### config.mk
export PLATFORM = sky130hd
export DESIGN_NAME = line_color_gradient_flat
export DESIGN_NICKNAME = d
export VERILOG_FILES = /design/src/design/lcg_pkg.sv /design/src/design/lcg_if.sv /design/src/design/line_color_gradient.sv /design/src/design/lcg_front.sv /design/src/design/lcg_blend.sv /design/src/design/lcg_div.sv /design/src/flat_wrapper.sv
export SDC_FILE = /design/constraint.sdc
export NUM_CORES = 2
export LEC_CHECK = 0
export BUFFER_PORTS_ARGS = -buffer_cell sky130_fd_sc_hd__buf_2
export CORE_ASPECT_RATIO = 0.6
export CORE_MARGIN = 1
export CORE_UTILIZATION = 64
export DETAILED_ROUTE_END_ITERATION = 10
export PLACE_DENSITY = 0.81
export SETUP_SLACK_MARGIN = 0.2
export SLEW_MARGIN = 20
export SYNTH_ARGS = -nofsm -noshare
export SYNTH_HDL_FRONTEND = slang
export SYNTH_SLANG_ARGS = --single-unit
### constraint.sdc
create_clock -name clk -period 25.6 [get_ports clk]
set_input_delay 3.84 -clock clk [delete_from_list [all_inputs] [get_ports clk]]
set_output_delay 3.84 -clock clk [all_outputs]
set_load 0.1 [all_outputs]
### src/design/lcg_pkg.sv
// Shared types, constants and helpers for the line color gradient block.
`default_nettype none

package lcg_pkg;

	localparam int COLOR_BITS = 32;
	localparam int CH_BITS    = 8;
	localparam int CH_COUNT   = 3;
	localparam int QUO_BITS   = 8;

	localparam logic [CH_BITS-1:0] ALPHA_OPAQUE = 8'hFF;
	localparam logic [CH_BITS-1:0] CH_MAX       = 8'hFF;
	localparam logic [CH_BITS-1:0] CH_MIN       = 8'h00;

	typedef logic [COLOR_BITS-1:0] color_t;

	// Word that replaces the blend result when en is set.
	typedef struct packed {
		logic   en;
		color_t word;
	} bypass_t;

	// Low bit of channel c: R first, then G, then B.
	function automatic int chan_lsb(input int c);
		chan_lsb = COLOR_BITS - CH_BITS * (c + 1);
	endfunction

endpackage

`default_nettype wire

### src/design/lcg_if.sv
// Valid/ready channel interfaces for pixel requests and colored results.
`default_nettype none

interface lcg_in_if #(parameter int COORD_BITS = 16) ();
	logic                         valid;
	logic                         ready;
	logic signed [COORD_BITS-1:0] pixel_x;
	logic signed [COORD_BITS-1:0] pixel_y;
	logic signed [COORD_BITS-1:0] start_x;
	logic signed [COORD_BITS-1:0] start_y;
	logic signed [COORD_BITS-1:0] end_x;
	logic signed [COORD_BITS-1:0] end_y;
	lcg_pkg::color_t              start_color;
	lcg_pkg::color_t              end_color;

	modport source (
		output valid, pixel_x, pixel_y, start_x, start_y, end_x, end_y,
		       start_color, end_color,
		input  ready
	);
	modport sink (
		input  valid, pixel_x, pixel_y, start_x, start_y, end_x, end_y,
		       start_color, end_color,
		output ready
	);
endinterface

interface lcg_out_if ();
	logic            valid;
	logic            ready;
	lcg_pkg::color_t pixel_color;

	modport source (output valid, pixel_color, input ready);
	modport sink (input valid, pixel_color, output ready);
endinterface

`default_nettype wire

### src/design/line_color_gradient.sv
// Top level of the line color gradient: pixel request in, interpolated RGBA out.
//
// Usage:
//   pixel_in carries one word per pixel: the pixel's coordinates, the two
//   segment endpoints and the two endpoint RGBA colors. pixel_out returns one
//   word per request, in order, holding the interpolated RGBA color.
//   Equal endpoint colors pass the start color through unchanged. Otherwise
//   R, G and B are blended linearly along the major axis, truncated toward
//   zero and clamped to 0..255; alpha is 0xFF. Zero length along the major
//   axis yields the end color's R, G and B with alpha 0xFF.
// Depth: 13 register stages (2 front, 2 blend, 8 divider, 1 output).
// Throughput: one word per cycle while pixel_out keeps taking words. The
//   divider is one quotient bit per stage, so the 8-bit quotient sets the
//   pipeline depth, not the rate.
// Reset: arst_n clears every valid bit at once; the pipeline is empty and
//   ready in the first cycle after release.
// Stall: when pixel_out is not taken, the output word holds and each stage
//   advances only into an empty slot, so bubbles close up and pixel_in stays
//   ready until every stage is full.
`default_nettype none

module line_color_gradient #(
	parameter int COORD_BITS = 16
) (
	input  logic          clk,
	input  logic          arst_n,
	lcg_in_if.sink        pixel_in,
	lcg_out_if.source     pixel_out
);

	localparam int NCH = lcg_pkg::CH_COUNT;

	// front -> blend
	logic                              fb_valid, fb_ready;
	logic [COORD_BITS:0]               fb_dist;
	logic signed [COORD_BITS+1:0]      fb_pos;
	logic [lcg_pkg::CH_BITS-1:0]       fb_start [NCH];
	logic signed [lcg_pkg::CH_BITS:0]  fb_diff [NCH];
	lcg_pkg::bypass_t                  fb_byp;

	// blend -> divider
	logic                              bd_valid, bd_ready;
	logic [COORD_BITS+8:0]             bd_rem [NCH];
	logic [NCH-1:0]                    bd_under, bd_over;
	logic [COORD_BITS:0]               bd_dist;
	logic                              bd_blend_n;
	lcg_pkg::bypass_t                  bd_byp;
	logic                              dv_valid;
	lcg_pkg::color_t                   dv_color;

	// Find the major axis and the signed position along it.
	lcg_front #(.COORD_BITS(COORD_BITS)) u_front (
		.clk         (clk),
		.arst_n      (arst_n),
		.in_valid    (pixel_in.valid),
		.in_ready    (pixel_in.ready),
		.pixel_x     (pixel_in.pixel_x),
		.pixel_y     (pixel_in.pixel_y),
		.start_x     (pixel_in.start_x),
		.start_y     (pixel_in.start_y),
		.end_x       (pixel_in.end_x),
		.end_y       (pixel_in.end_y),
		.start_color (pixel_in.start_color),
		.end_color   (pixel_in.end_color),
		.out_valid   (fb_valid),
		.out_ready   (fb_ready),
		.dist_mag    (fb_dist),
		.pos_adj     (fb_pos),
		.start_ch    (fb_start),
		.diff_ch     (fb_diff),
		.bypass      (fb_byp)
	);

	// Build the blend numerator per channel and flag out-of-range results.
	lcg_blend #(.COORD_BITS(COORD_BITS)) u_blend (
		.clk           (clk),
		.arst_n        (arst_n),
		.in_valid      (fb_valid),
		.in_ready      (fb_ready),
		.dist_mag      (fb_dist),
		.pos_adj       (fb_pos),
		.start_ch      (fb_start),
		.diff_ch       (fb_diff),
		.bypass        (fb_byp),
		.out_valid     (bd_valid),
		.out_ready     (bd_ready),
		.rem           (bd_rem),
		.under         (bd_under),
		.over          (bd_over),
		.dist_out      (bd_dist),
		.dist_unused_n (bd_blend_n),
		.bypass_out    (bd_byp)
	);

	// Divide by the distance; drop the quotient when the bypass word wins.
	lcg_div #(.COORD_BITS(COORD_BITS)) u_div (
		.clk         (clk),
		.arst_n      (arst_n),
		.in_valid    (bd_valid),
		.in_ready    (bd_ready),
		.rem         (bd_rem),
		.under       (bd_under & {NCH{bd_blend_n}}),
		.over        (bd_over & {NCH{bd_blend_n}}),
		.dist_mag    (bd_dist),
		.bypass      (bd_byp),
		.out_valid   (dv_valid),
		.out_ready   (pixel_out.ready),
		.pixel_color (dv_color)
	);

	assign pixel_out.valid       = dv_valid;
	assign pixel_out.pixel_color = dv_color;

endmodule

`default_nettype wire

### src/design/lcg_front.sv
// Front stages: coordinate deltas, major axis choice and sign normalization.
`default_nettype none

module lcg_front #(
	parameter int COORD_BITS = 16
) (
	input  logic                              clk,
	input  logic                              arst_n,
	input  logic                              in_valid,
	output logic                              in_ready,
	input  logic signed [COORD_BITS-1:0]      pixel_x,
	input  logic signed [COORD_BITS-1:0]      pixel_y,
	input  logic signed [COORD_BITS-1:0]      start_x,
	input  logic signed [COORD_BITS-1:0]      start_y,
	input  logic signed [COORD_BITS-1:0]      end_x,
	input  logic signed [COORD_BITS-1:0]      end_y,
	input  lcg_pkg::color_t                   start_color,
	input  lcg_pkg::color_t                   end_color,
	output logic                              out_valid,
	input  logic                              out_ready,
	output logic [COORD_BITS:0]               dist_mag,
	output logic signed [COORD_BITS+1:0]      pos_adj,
	output logic [lcg_pkg::CH_BITS-1:0]       start_ch [lcg_pkg::CH_COUNT],
	output logic signed [lcg_pkg::CH_BITS:0]  diff_ch [lcg_pkg::CH_COUNT],
	output lcg_pkg::bypass_t                  bypass
);

	localparam int CW  = COORD_BITS + 1;
	localparam int MSB = COORD_BITS - 1;

	// stage 1
	logic                         v_s1;
	logic [CW-1:0]                dx_s1, dy_s1, px_s1, py_s1;
	lcg_pkg::color_t              sc_s1, ec_s1;
	logic                         eq_s1;
	logic [lcg_pkg::CH_BITS:0]    diff_s1 [lcg_pkg::CH_COUNT];
	logic [lcg_pkg::CH_BITS:0]    diff_d  [lcg_pkg::CH_COUNT];
	logic [CW-1:0]                dx_d, dy_d, px_d, py_d;

	// stage 2
	logic                         v_s2;
	logic [CW-1:0]                dmag_s2;
	logic [CW:0]                  padj_s2;
	logic [lcg_pkg::CH_BITS-1:0]  sch_s2  [lcg_pkg::CH_COUNT];
	logic [lcg_pkg::CH_BITS:0]    diff_s2 [lcg_pkg::CH_COUNT];
	lcg_pkg::bypass_t             byp_s2;

	logic [CW-1:0]                ax, ay, pos_sel, dist_sel, dmag_d;
	logic [CW:0]                  pos_ext, padj_d;
	logic                         use_x, dneg, dzero;
	lcg_pkg::bypass_t             byp_d;
	logic                         rdy1, rdy2;

	assign rdy2     = !v_s2 || out_ready;
	assign rdy1     = !v_s1 || rdy2;
	assign in_ready = rdy1;

	assign dx_d = {end_x[MSB], end_x} - {start_x[MSB], start_x};
	assign dy_d = {end_y[MSB], end_y} - {start_y[MSB], start_y};
	assign px_d = {pixel_x[MSB], pixel_x} - {start_x[MSB], start_x};
	assign py_d = {pixel_y[MSB], pixel_y} - {start_y[MSB], start_y};

	always_comb begin
		for (int c = 0; c < lcg_pkg::CH_COUNT; c++) begin
			diff_d[c] = {1'b0, end_color[lcg_pkg::chan_lsb(c) +: lcg_pkg::CH_BITS]}
				- {1'b0, start_color[lcg_pkg::chan_lsb(c) +: lcg_pkg::CH_BITS]};
		end
	end

	always_ff @(posedge clk or negedge arst_n) begin
		if (!arst_n) begin
			v_s1 <= 1'b0;
		end else if (rdy1) begin
			v_s1 <= in_valid;
		end
	end

	always_ff @(posedge clk) begin
		if (rdy1 && in_valid) begin
			dx_s1   <= dx_d;
			dy_s1   <= dy_d;
			px_s1   <= px_d;
			py_s1   <= py_d;
			sc_s1   <= start_color;
			ec_s1   <= end_color;
			eq_s1   <= (start_color == end_color);
			diff_s1 <= diff_d;
		end
	end

	// x wins only on a strictly larger span
	always_comb begin
		ax       = dx_s1[CW-1] ? -dx_s1 : dx_s1;
		ay       = dy_s1[CW-1] ? -dy_s1 : dy_s1;
		use_x    = ax > ay;
		pos_sel  = use_x ? px_s1 : py_s1;
		dist_sel = use_x ? dx_s1 : dy_s1;
		dneg     = dist_sel[CW-1];
		dzero    = (dist_sel == '0);
		dmag_d   = dneg ? -dist_sel : dist_sel;
		pos_ext  = {pos_sel[CW-1], pos_sel};
		padj_d   = dneg ? -pos_ext : pos_ext;
		byp_d.en   = eq_s1 || dzero;
		byp_d.word = eq_s1 ? sc_s1
			: {ec_s1[lcg_pkg::COLOR_BITS-1:lcg_pkg::CH_BITS], lcg_pkg::ALPHA_OPAQUE};
	end

	always_ff @(posedge clk or negedge arst_n) begin
		if (!arst_n) begin
			v_s2 <= 1'b0;
		end else if (rdy2) begin
			v_s2 <= v_s1;
		end
	end

	always_ff @(posedge clk) begin
		if (rdy2 && v_s1) begin
			dmag_s2 <= dmag_d;
			padj_s2 <= padj_d;
			diff_s2 <= diff_s1;
			byp_s2  <= byp_d;
			for (int c = 0; c < lcg_pkg::CH_COUNT; c++) begin
				sch_s2[c] <= sc_s1[lcg_pkg::chan_lsb(c) +: lcg_pkg::CH_BITS];
			end
		end
	end

	assign out_valid = v_s2;
	assign dist_mag  = dmag_s2;
	assign pos_adj   = $signed(padj_s2);
	assign start_ch  = sch_s2;
	assign bypass    = byp_s2;

	always_comb begin
		for (int c = 0; c < lcg_pkg::CH_COUNT; c++) begin
			diff_ch[c] = $signed(diff_s2[c]);
		end
	end

endmodule

`default_nettype wire

### src/design/lcg_blend.sv
// Blend stages: per-channel products, numerator sum and range flags.
`default_nettype none

module lcg_blend #(
	parameter int COORD_BITS = 16
) (
	input  logic                              clk,
	input  logic                              arst_n,
	input  logic                              in_valid,
	output logic                              in_ready,
	input  logic [COORD_BITS:0]               dist_mag,
	input  logic signed [COORD_BITS+1:0]      pos_adj,
	input  logic [lcg_pkg::CH_BITS-1:0]       start_ch [lcg_pkg::CH_COUNT],
	input  logic signed [lcg_pkg::CH_BITS:0]  diff_ch [lcg_pkg::CH_COUNT],
	input  lcg_pkg::bypass_t                  bypass,
	output logic                              out_valid,
	input  logic                              out_ready,
	output logic [COORD_BITS+8:0]             rem [lcg_pkg::CH_COUNT],
	output logic [lcg_pkg::CH_COUNT-1:0]      under,
	output logic [lcg_pkg::CH_COUNT-1:0]      over,
	output logic [COORD_BITS:0]               dist_out,
	output logic                              dist_unused_n,
	output lcg_pkg::bypass_t                  bypass_out
);

	localparam int DW = COORD_BITS + 1;
	localparam int PW = DW + lcg_pkg::CH_BITS;        // s * D and the remainder
	localparam int QW = COORD_BITS + 2 + lcg_pkg::CH_BITS + 1; // diff * P
	localparam int NW = QW + 1;                       // numerator

	logic                  v_s3, v_s4;
	logic [PW-1:0]         pa_s3 [lcg_pkg::CH_COUNT];
	logic signed [QW-1:0]  pb_s3 [lcg_pkg::CH_COUNT];
	logic [DW-1:0]         d_s3, d_s4;
	lcg_pkg::bypass_t      byp_s3, byp_s4;
	logic [PW-1:0]         rem_s4 [lcg_pkg::CH_COUNT];
	logic [lcg_pkg::CH_COUNT-1:0] under_s4, over_s4;

	logic [PW-1:0]         pa_d [lcg_pkg::CH_COUNT];
	logic signed [QW-1:0]  pb_d [lcg_pkg::CH_COUNT];
	logic [NW-1:0]         num  [lcg_pkg::CH_COUNT];
	logic [PW-1:0]         rem_d [lcg_pkg::CH_COUNT];
	logic [lcg_pkg::CH_COUNT-1:0] under_d, over_d;
	logic [NW-1:0]         lim;
	logic                  rdy3, rdy4;

	assign rdy4     = !v_s4 || out_ready;
	assign rdy3     = !v_s3 || rdy4;
	assign in_ready = rdy3;

	// numerator = s*D + (e - s)*P, which equals s*(D-P) + e*P
	always_comb begin
		for (int c = 0; c < lcg_pkg::CH_COUNT; c++) begin
			pa_d[c] = {{DW{1'b0}}, start_ch[c]} * {{lcg_pkg::CH_BITS{1'b0}}, dist_mag};
			pb_d[c] = $signed({{(QW-lcg_pkg::CH_BITS-1){diff_ch[c][lcg_pkg::CH_BITS]}},
				diff_ch[c]})
				* $signed({{(QW-DW-1){pos_adj[COORD_BITS+1]}}, pos_adj});
		end
	end

	always_ff @(posedge clk or negedge arst_n) begin
		if (!arst_n) begin
			v_s3 <= 1'b0;
			v_s4 <= 1'b0;
		end else begin
			if (rdy3) begin
				v_s3 <= in_valid;
			end
			if (rdy4) begin
				v_s4 <= v_s3;
			end
		end
	end

	always_ff @(posedge clk) begin
		if (rdy3 && in_valid) begin
			pa_s3  <= pa_d;
			pb_s3  <= pb_d;
			d_s3   <= dist_mag;
			byp_s3 <= bypass;
		end
	end

	// Flag below zero and at or above 256; otherwise the remainder fits PW bits.
	assign lim = {{(NW-PW){1'b0}}, d_s3, {lcg_pkg::CH_BITS{1'b0}}};

	always_comb begin
		for (int c = 0; c < lcg_pkg::CH_COUNT; c++) begin
			num[c]     = {{(NW-PW){1'b0}}, pa_s3[c]} + {pb_s3[c][QW-1], pb_s3[c]};
			under_d[c] = num[c][NW-1];
			over_d[c]  = !num[c][NW-1] && (num[c] >= lim);
			rem_d[c]   = num[c][PW-1:0];
		end
	end

	always_ff @(posedge clk) begin
		if (rdy4 && v_s3) begin
			rem_s4   <= rem_d;
			under_s4 <= under_d;
			over_s4  <= over_d;
			d_s4     <= d_s3;
			byp_s4   <= byp_s3;
		end
	end

	assign out_valid     = v_s4;
	assign rem           = rem_s4;
	assign under         = under_s4;
	assign over          = over_s4;
	assign dist_out      = d_s4;
	assign dist_unused_n = !byp_s4.en;
	assign bypass_out    = byp_s4;

endmodule

`default_nettype wire

### src/design/lcg_div.sv
// Divider pipeline: one quotient bit per stage, then clamp and pack the color.
`default_nettype none

module lcg_div #(
	parameter int COORD_BITS = 16
) (
	input  logic                          clk,
	input  logic                          arst_n,
	input  logic                          in_valid,
	output logic                          in_ready,
	input  logic [COORD_BITS+8:0]         rem [lcg_pkg::CH_COUNT],
	input  logic [lcg_pkg::CH_COUNT-1:0]  under,
	input  logic [lcg_pkg::CH_COUNT-1:0]  over,
	input  logic [COORD_BITS:0]           dist_mag,
	input  lcg_pkg::bypass_t              bypass,
	output logic                          out_valid,
	input  logic                          out_ready,
	output lcg_pkg::color_t               pixel_color
);

	localparam int DW    = COORD_BITS + 1;
	localparam int PW    = DW + lcg_pkg::CH_BITS;
	localparam int STEPS = lcg_pkg::QUO_BITS;
	localparam int NCH   = lcg_pkg::CH_COUNT;

	// stage k of the divider holds the partial remainder and quotient
	logic                          v_sk     [STEPS];
	logic [PW-1:0]                 rem_sk   [STEPS][NCH];
	logic [lcg_pkg::QUO_BITS-1:0]  quo_sk   [STEPS][NCH];
	logic [NCH-1:0]                under_sk [STEPS];
	logic [NCH-1:0]                over_sk  [STEPS];
	logic [DW-1:0]                 d_sk     [STEPS];
	lcg_pkg::bypass_t              byp_sk   [STEPS];
	logic                          rdy      [STEPS+1];

	logic                          out_v_q;
	lcg_pkg::color_t               color_q;
	lcg_pkg::color_t               color_d;

	assign rdy[STEPS] = !out_v_q || out_ready;
	assign in_ready   = rdy[0];

	for (genvar j = 0; j < STEPS; j++) begin : g_step
		localparam int K = STEPS - 1 - j;

		logic                          st_v;
		logic [PW-1:0]                 st_rem [NCH];
		logic [lcg_pkg::QUO_BITS-1:0]  st_quo [NCH];
		logic [NCH-1:0]                st_under, st_over;
		logic [DW-1:0]                 st_d;
		lcg_pkg::bypass_t              st_byp;
		logic [PW-1:0]                 dsh;
		logic [PW-1:0]                 nrem [NCH];
		logic [lcg_pkg::QUO_BITS-1:0]  nquo [NCH];
		logic                          ge;

		if (j == 0) begin : g_head
			assign st_v     = in_valid;
			assign st_rem   = rem;
			assign st_under = under;
			assign st_over  = over;
			assign st_d     = dist_mag;
			assign st_byp   = bypass;
			always_comb begin
				for (int c = 0; c < NCH; c++) begin
					st_quo[c] = '0;
				end
			end
		end else begin : g_body
			assign st_v     = v_sk[j-1];
			assign st_rem   = rem_sk[j-1];
			assign st_quo   = quo_sk[j-1];
			assign st_under = under_sk[j-1];
			assign st_over  = over_sk[j-1];
			assign st_d     = d_sk[j-1];
			assign st_byp   = byp_sk[j-1];
		end

		assign dsh    = {{lcg_pkg::CH_BITS{1'b0}}, st_d} << K;
		assign rdy[j] = !v_sk[j] || rdy[j+1];

		// restoring step: take D*2^K out when it fits
		always_comb begin
			ge = 1'b0;
			for (int c = 0; c < NCH; c++) begin
				ge      = (st_rem[c] >= dsh);
				nrem[c] = ge ? (st_rem[c] - dsh) : st_rem[c];
				nquo[c] = st_quo[c] | ({{(lcg_pkg::QUO_BITS-1){1'b0}}, ge} << K);
			end
		end

		always_ff @(posedge clk or negedge arst_n) begin
			if (!arst_n) begin
				v_sk[j] <= 1'b0;
			end else if (rdy[j]) begin
				v_sk[j] <= st_v;
			end
		end

		always_ff @(posedge clk) begin
			if (rdy[j] && st_v) begin
				rem_sk[j]   <= nrem;
				quo_sk[j]   <= nquo;
				under_sk[j] <= st_under;
				over_sk[j]  <= st_over;
				d_sk[j]     <= st_d;
				byp_sk[j]   <= st_byp;
			end
		end
	end

	// clamp each channel, then let the bypass word override
	always_comb begin
		color_d = {{(lcg_pkg::COLOR_BITS-lcg_pkg::CH_BITS){1'b0}}, lcg_pkg::ALPHA_OPAQUE};
		for (int c = 0; c < NCH; c++) begin
			if (under_sk[STEPS-1][c]) begin
				color_d[lcg_pkg::chan_lsb(c) +: lcg_pkg::CH_BITS] = lcg_pkg::CH_MIN;
			end else if (over_sk[STEPS-1][c]) begin
				color_d[lcg_pkg::chan_lsb(c) +: lcg_pkg::CH_BITS] = lcg_pkg::CH_MAX;
			end else begin
				color_d[lcg_pkg::chan_lsb(c) +: lcg_pkg::CH_BITS] = quo_sk[STEPS-1][c];
			end
		end
		if (byp_sk[STEPS-1].en) begin
			color_d = byp_sk[STEPS-1].word;
		end
	end

	always_ff @(posedge clk or negedge arst_n) begin
		if (!arst_n) begin
			out_v_q <= 1'b0;
		end else if (rdy[STEPS]) begin
			out_v_q <= v_sk[STEPS-1];
		end
	end

	always_ff @(posedge clk) begin
		if (rdy[STEPS] && v_sk[STEPS-1]) begin
			color_q <= color_d;
		end
	end

	assign out_valid   = out_v_q;
	assign pixel_color = color_q;

endmodule

`default_nettype wire

### src/flat_wrapper.sv
// flat-port wrapper written by rule: the top's interface ports become plain ports
module line_color_gradient_flat 
#(
	parameter int COORD_BITS = 16
)
  (clk, arst_n, pixel_in_valid, pixel_in_pixel_x, pixel_in_pixel_y, pixel_in_start_x, pixel_in_start_y, pixel_in_end_x, pixel_in_end_y, pixel_in_start_color, pixel_in_end_color, pixel_in_ready, pixel_out_valid, pixel_out_pixel_color, pixel_out_ready);
  lcg_in_if #(.COORD_BITS(COORD_BITS)) pixel_in_i ();
  lcg_out_if pixel_out_i ();
  input  logic clk;
  input  logic arst_n;
  input wire logic [$bits(pixel_in_i.valid)-1:0] pixel_in_valid;
  input wire logic [$bits(pixel_in_i.pixel_x)-1:0] pixel_in_pixel_x;
  input wire logic [$bits(pixel_in_i.pixel_y)-1:0] pixel_in_pixel_y;
  input wire logic [$bits(pixel_in_i.start_x)-1:0] pixel_in_start_x;
  input wire logic [$bits(pixel_in_i.start_y)-1:0] pixel_in_start_y;
  input wire logic [$bits(pixel_in_i.end_x)-1:0] pixel_in_end_x;
  input wire logic [$bits(pixel_in_i.end_y)-1:0] pixel_in_end_y;
  input wire logic [$bits(pixel_in_i.start_color)-1:0] pixel_in_start_color;
  input wire logic [$bits(pixel_in_i.end_color)-1:0] pixel_in_end_color;
  output wire logic [$bits(pixel_in_i.ready)-1:0] pixel_in_ready;
  output wire logic [$bits(pixel_out_i.valid)-1:0] pixel_out_valid;
  output wire logic [$bits(pixel_out_i.pixel_color)-1:0] pixel_out_pixel_color;
  input wire logic [$bits(pixel_out_i.ready)-1:0] pixel_out_ready;
  assign pixel_in_i.valid = pixel_in_valid;
  assign pixel_in_i.pixel_x = pixel_in_pixel_x;
  assign pixel_in_i.pixel_y = pixel_in_pixel_y;
  assign pixel_in_i.start_x = pixel_in_start_x;
  assign pixel_in_i.start_y = pixel_in_start_y;
  assign pixel_in_i.end_x = pixel_in_end_x;
  assign pixel_in_i.end_y = pixel_in_end_y;
  assign pixel_in_i.start_color = pixel_in_start_color;
  assign pixel_in_i.end_color = pixel_in_end_color;
  assign pixel_in_ready = pixel_in_i.ready;
  assign pixel_out_valid = pixel_out_i.valid;
  assign pixel_out_pixel_color = pixel_out_i.pixel_color;
  assign pixel_out_i.ready = pixel_out_ready;
  line_color_gradient #(.COORD_BITS(COORD_BITS)) u_core (.clk(clk), .arst_n(arst_n), .pixel_in(pixel_in_i), .pixel_out(pixel_out_i));
endmodule
==> impl_metrics.py <==
metrics = {
    "outcome": {
        "status": "finished, final reports clean",
    },
    "synthesis": {
        "syn_area_um2": 116000,
        "synth_top_area_share_pct": 44.3,
        "yosysSeqAreaShare_pct": 44.5,
        "synth_flop_cell": "edfxtp_1",
        "synth.net_count": 12000,
        "async_flop_share_pct": 0.757,
        "synth.distinct_cells": 94,
        "syn_avg_cell_area_um2": 11.4,
        "synth-edff-count": 1704,
        "synth_area_leaders": "edfxtp_1 (44%), fa_1 (12%), ha_1 (10%), inv_1 (3.4%), xnor2_1 (3.1%)",
        "synth_top_area_cell": "edfxtp_1",
        "synth_common_cells": "edfxtp_1 (1704), inv_1 (1042), ha_1 (947)",
        "yosys_warnings": 0,
        "synth_seq_cells": 1717,
        "synthCells": 10200,
        "synth.most_common_cell": "edfxtp_1",
    },
    "clocking": {
        "cts_tree": "built",
        "clkSinkCount": 1717,
        "ctsResizeCount": 0,
        "cts_inserted_buffers": 167,
        "clkTransAtPathRegs_ps": 70,
        "h-tree-depth": 4,
        "clock_path_buffers": 4,
        "ctsHoldBuffers": 0,
        "insertion_delay_ps": 860,
        "post_cts_buffers": 0,
        "clock-root-buffer": "clkbuf_16",
    },
    "place": {
        "place_congestion": 1.02,
        "io_buffers": 197,
        "dp_cells": 12600,
        "dp.final_hpwl_um": 253000,
    },
    "final_layout": {
        "syn_to_final_growth_pct": 7.89,
        "fin_cells": 12900,
        "fillers": 12600,
        "nets": 12200,
        "drive_gt1_share_pct": 7.18,
        "utilization_pct": 69.7,
    },
    "critical_path": {
        "cp-end-kind": "output port",
        "arrival_ps": 6270,
        "r2r-start": "u_core.u_front.dy_s1[2]",
        "cp_max_fo": 5,
        "r2r_slack_ps": 18770,
        "critPathKind": "input port to output port",
        "crit_required_ps": 21760,
        "startpoint_type": "input port",
        "endpoint": "pixel_in_ready",
        "ff2ff_path_depth": 21,
        "startpoint": "pixel_out_ready",
        "r2r_end": "u_core.u_front.pos_adj[16]",
    },
    "global_route": {
        "grt_max_degree": 123,
        "track_usage_pct": 35.8,
        "gr-total-overflow": 0,
        "antenna_found_initial": 43,
        "grt_pass1_wl_um": 484000,
        "grt_pass1_vias": 79500,
    },
    "die": {
        "die_area_um2": 182000,
        "start_util_pct": 64.6,
        "rows": 120,
        "core_um2": 179000,
        "die_h_um": 331,
        "boundaryPins": 198,
        "dieWidth_um": 551,
    },
    "sta": {
        "finalCritPeriodShare_pct": 39.5,
        "finalHoldViolCount": 0,
        "rsz0062_at_grt": "no",
        "fin_crit_ps": 10110,
        "hold_slack_ps": 380,
        "finalSetupTns_ps": 0,
        "finalSetupViolCount": 0,
        "fin_skew_ps": 104,
        "max_freq_mhz": 98.9,
        "worst_slew_pin_slew_ps": 1140,
        "relSlewSlack_pct": 23.8,
        "slew_viol_final": 0,
    },
    "job": {
        "cap_violations": 0,
    },
    "route": {
        "first_pass_iters": 8,
        "viasPerCell": 6.32,
        "wirelength_um": 326000,
        "final_antenna_net_count": 0,
        "vias": 81500,
        "wire_per_inst_um": 25.3,
        "drtIter0Drc": 10900,
        "drc": 0,
    },
    "hold_path": {
        "hp-class": "flop to flop",
    },
}
==> layout by cell type, fill, tap and decap left out, drive strengths merged, types with 41 or more instances in the layout <==
| master | count |
|---|---|
| a211oi | 41 |
| and3 | 45 |
| nand3 | 140 |
| nand4 | 83 |
| mux2 | 132 |
| xor2 | 230 |
| xnor2 | 409 |
| buf | 276 |
| o31ai | 73 |
| nor4 | 61 |
| a21oi | 552 |
| nand2 | 796 |
| a21o | 227 |
| clkinv | 77 |
| nor2 | 665 |
| o21ai | 374 |
| or3 | 56 |
| nor3 | 178 |
| fa | 700 |
| and2 | 518 |
| inv | 1049 |
| nor2b | 118 |
| a21boi | 55 |
| nand2b | 164 |
| clkbuf | 184 |
| ha | 947 |
| o21a | 94 |
| edfxtp | 1704 |
| mux2i | 50 |
==> per-stage QoR <==
step / setup slack (ps) / instance area, µm²
after floorplan: 13790 / 116000
after global placement: 15680 / 119000
after detailed placement: 15660 / 119000
final: 15490 / 125000
after CTS: 15520 / 125000
after global routing: 15230 / 125000
==> area by class of cell <==
cell class	instances	area, µm²	area share (%)
multi-input cells	7160	59400	47.6
diodes	27	67.6	0.0542
clock inverters	111	958	0.768
flip-flops and latches	1717	51500	41.3
clock buffers	184	4350	3.49
well taps	2379	2980	2.39
inverters	1043	3920	3.14
repair buffers	276	1600	1.29
==> layer usage <==
metal | wire, µm | global-route usage (%)
met5 | 307 | 0
met4 | 6410 | 7.12
met3 | 51200 | 15.2
met2 | 125000 | 46.4
met1 | 143000 | 55.3
==> flip-flops by register name, summed over array words and instances (netlist names), 27 cells and up <==
register / cells
u_core.u_blend.byp_s3: 33
u_core.u_blend.bypass_out: 33
u_core.u_blend.pa_s3: 75
u_core.u_blend.pb_s3: 81
u_core.u_blend.rem: 75
u_core.u_div.byp_sk: 264
u_core.u_div.d_sk: 119
u_core.u_div.pixel_color: 32
u_core.u_div.quo_sk: 108
u_core.u_div.rem_sk: 525
u_core.u_front.bypass: 33
u_core.u_front.diff_ch: 27
u_core.u_front.diff_s1: 27
u_core.u_front.sc_s1: 32
==> critical path: stages <==
cell and delay (ps):
buf_2 120, nor2b_1 350, nand3_1 210, nor2_1 480, nand2_1 190, nor2_1 290, nand2_1 110, inv_1 80
nand4_1 210, buf_2 370
==> cell families (layout without fill, tap and decap cells) <==
kind of cell	count (synthesis)	after routing	synth area share (%)
simple gates	2960	2960	12.7
flops	1717	1717	44.5
buf+inv	1278	1614	4.21
xor+xnor	639	639	4.84
compound gates	1732	1732	9.60
other cells	0	27	0
fa+ha+maj	1647	1647	22.4
mux	182	182	1.73
==> worst min-delay path by stage <==
stage,startpoint,endpoint,slack [ps],cells after the start
3_3_place_gp,u_core.u_div.byp_sk[1][79],u_core.u_div.byp_sk[1][112],400,0
5_1_grt,u_core.u_front.sc_s1[13],u_core.u_front.start_ch[5],390,0
2_1_floorplan,u_core.u_front.bypass[0],u_core.u_blend.byp_s3[0],400,0
6_report,u_core.u_front.sc_s1[13],u_core.u_front.start_ch[5],380,0
3_5_place_dp,u_core.u_front.bypass[17],u_core.u_blend.byp_s3[17],400,0
4_1_cts,u_core.u_front.sc_s1[13],u_core.u_front.start_ch[5],380,0
Power is not shown: default switching activity piles up to over one toggle a cycle in this logic, so the estimate is an artifact.
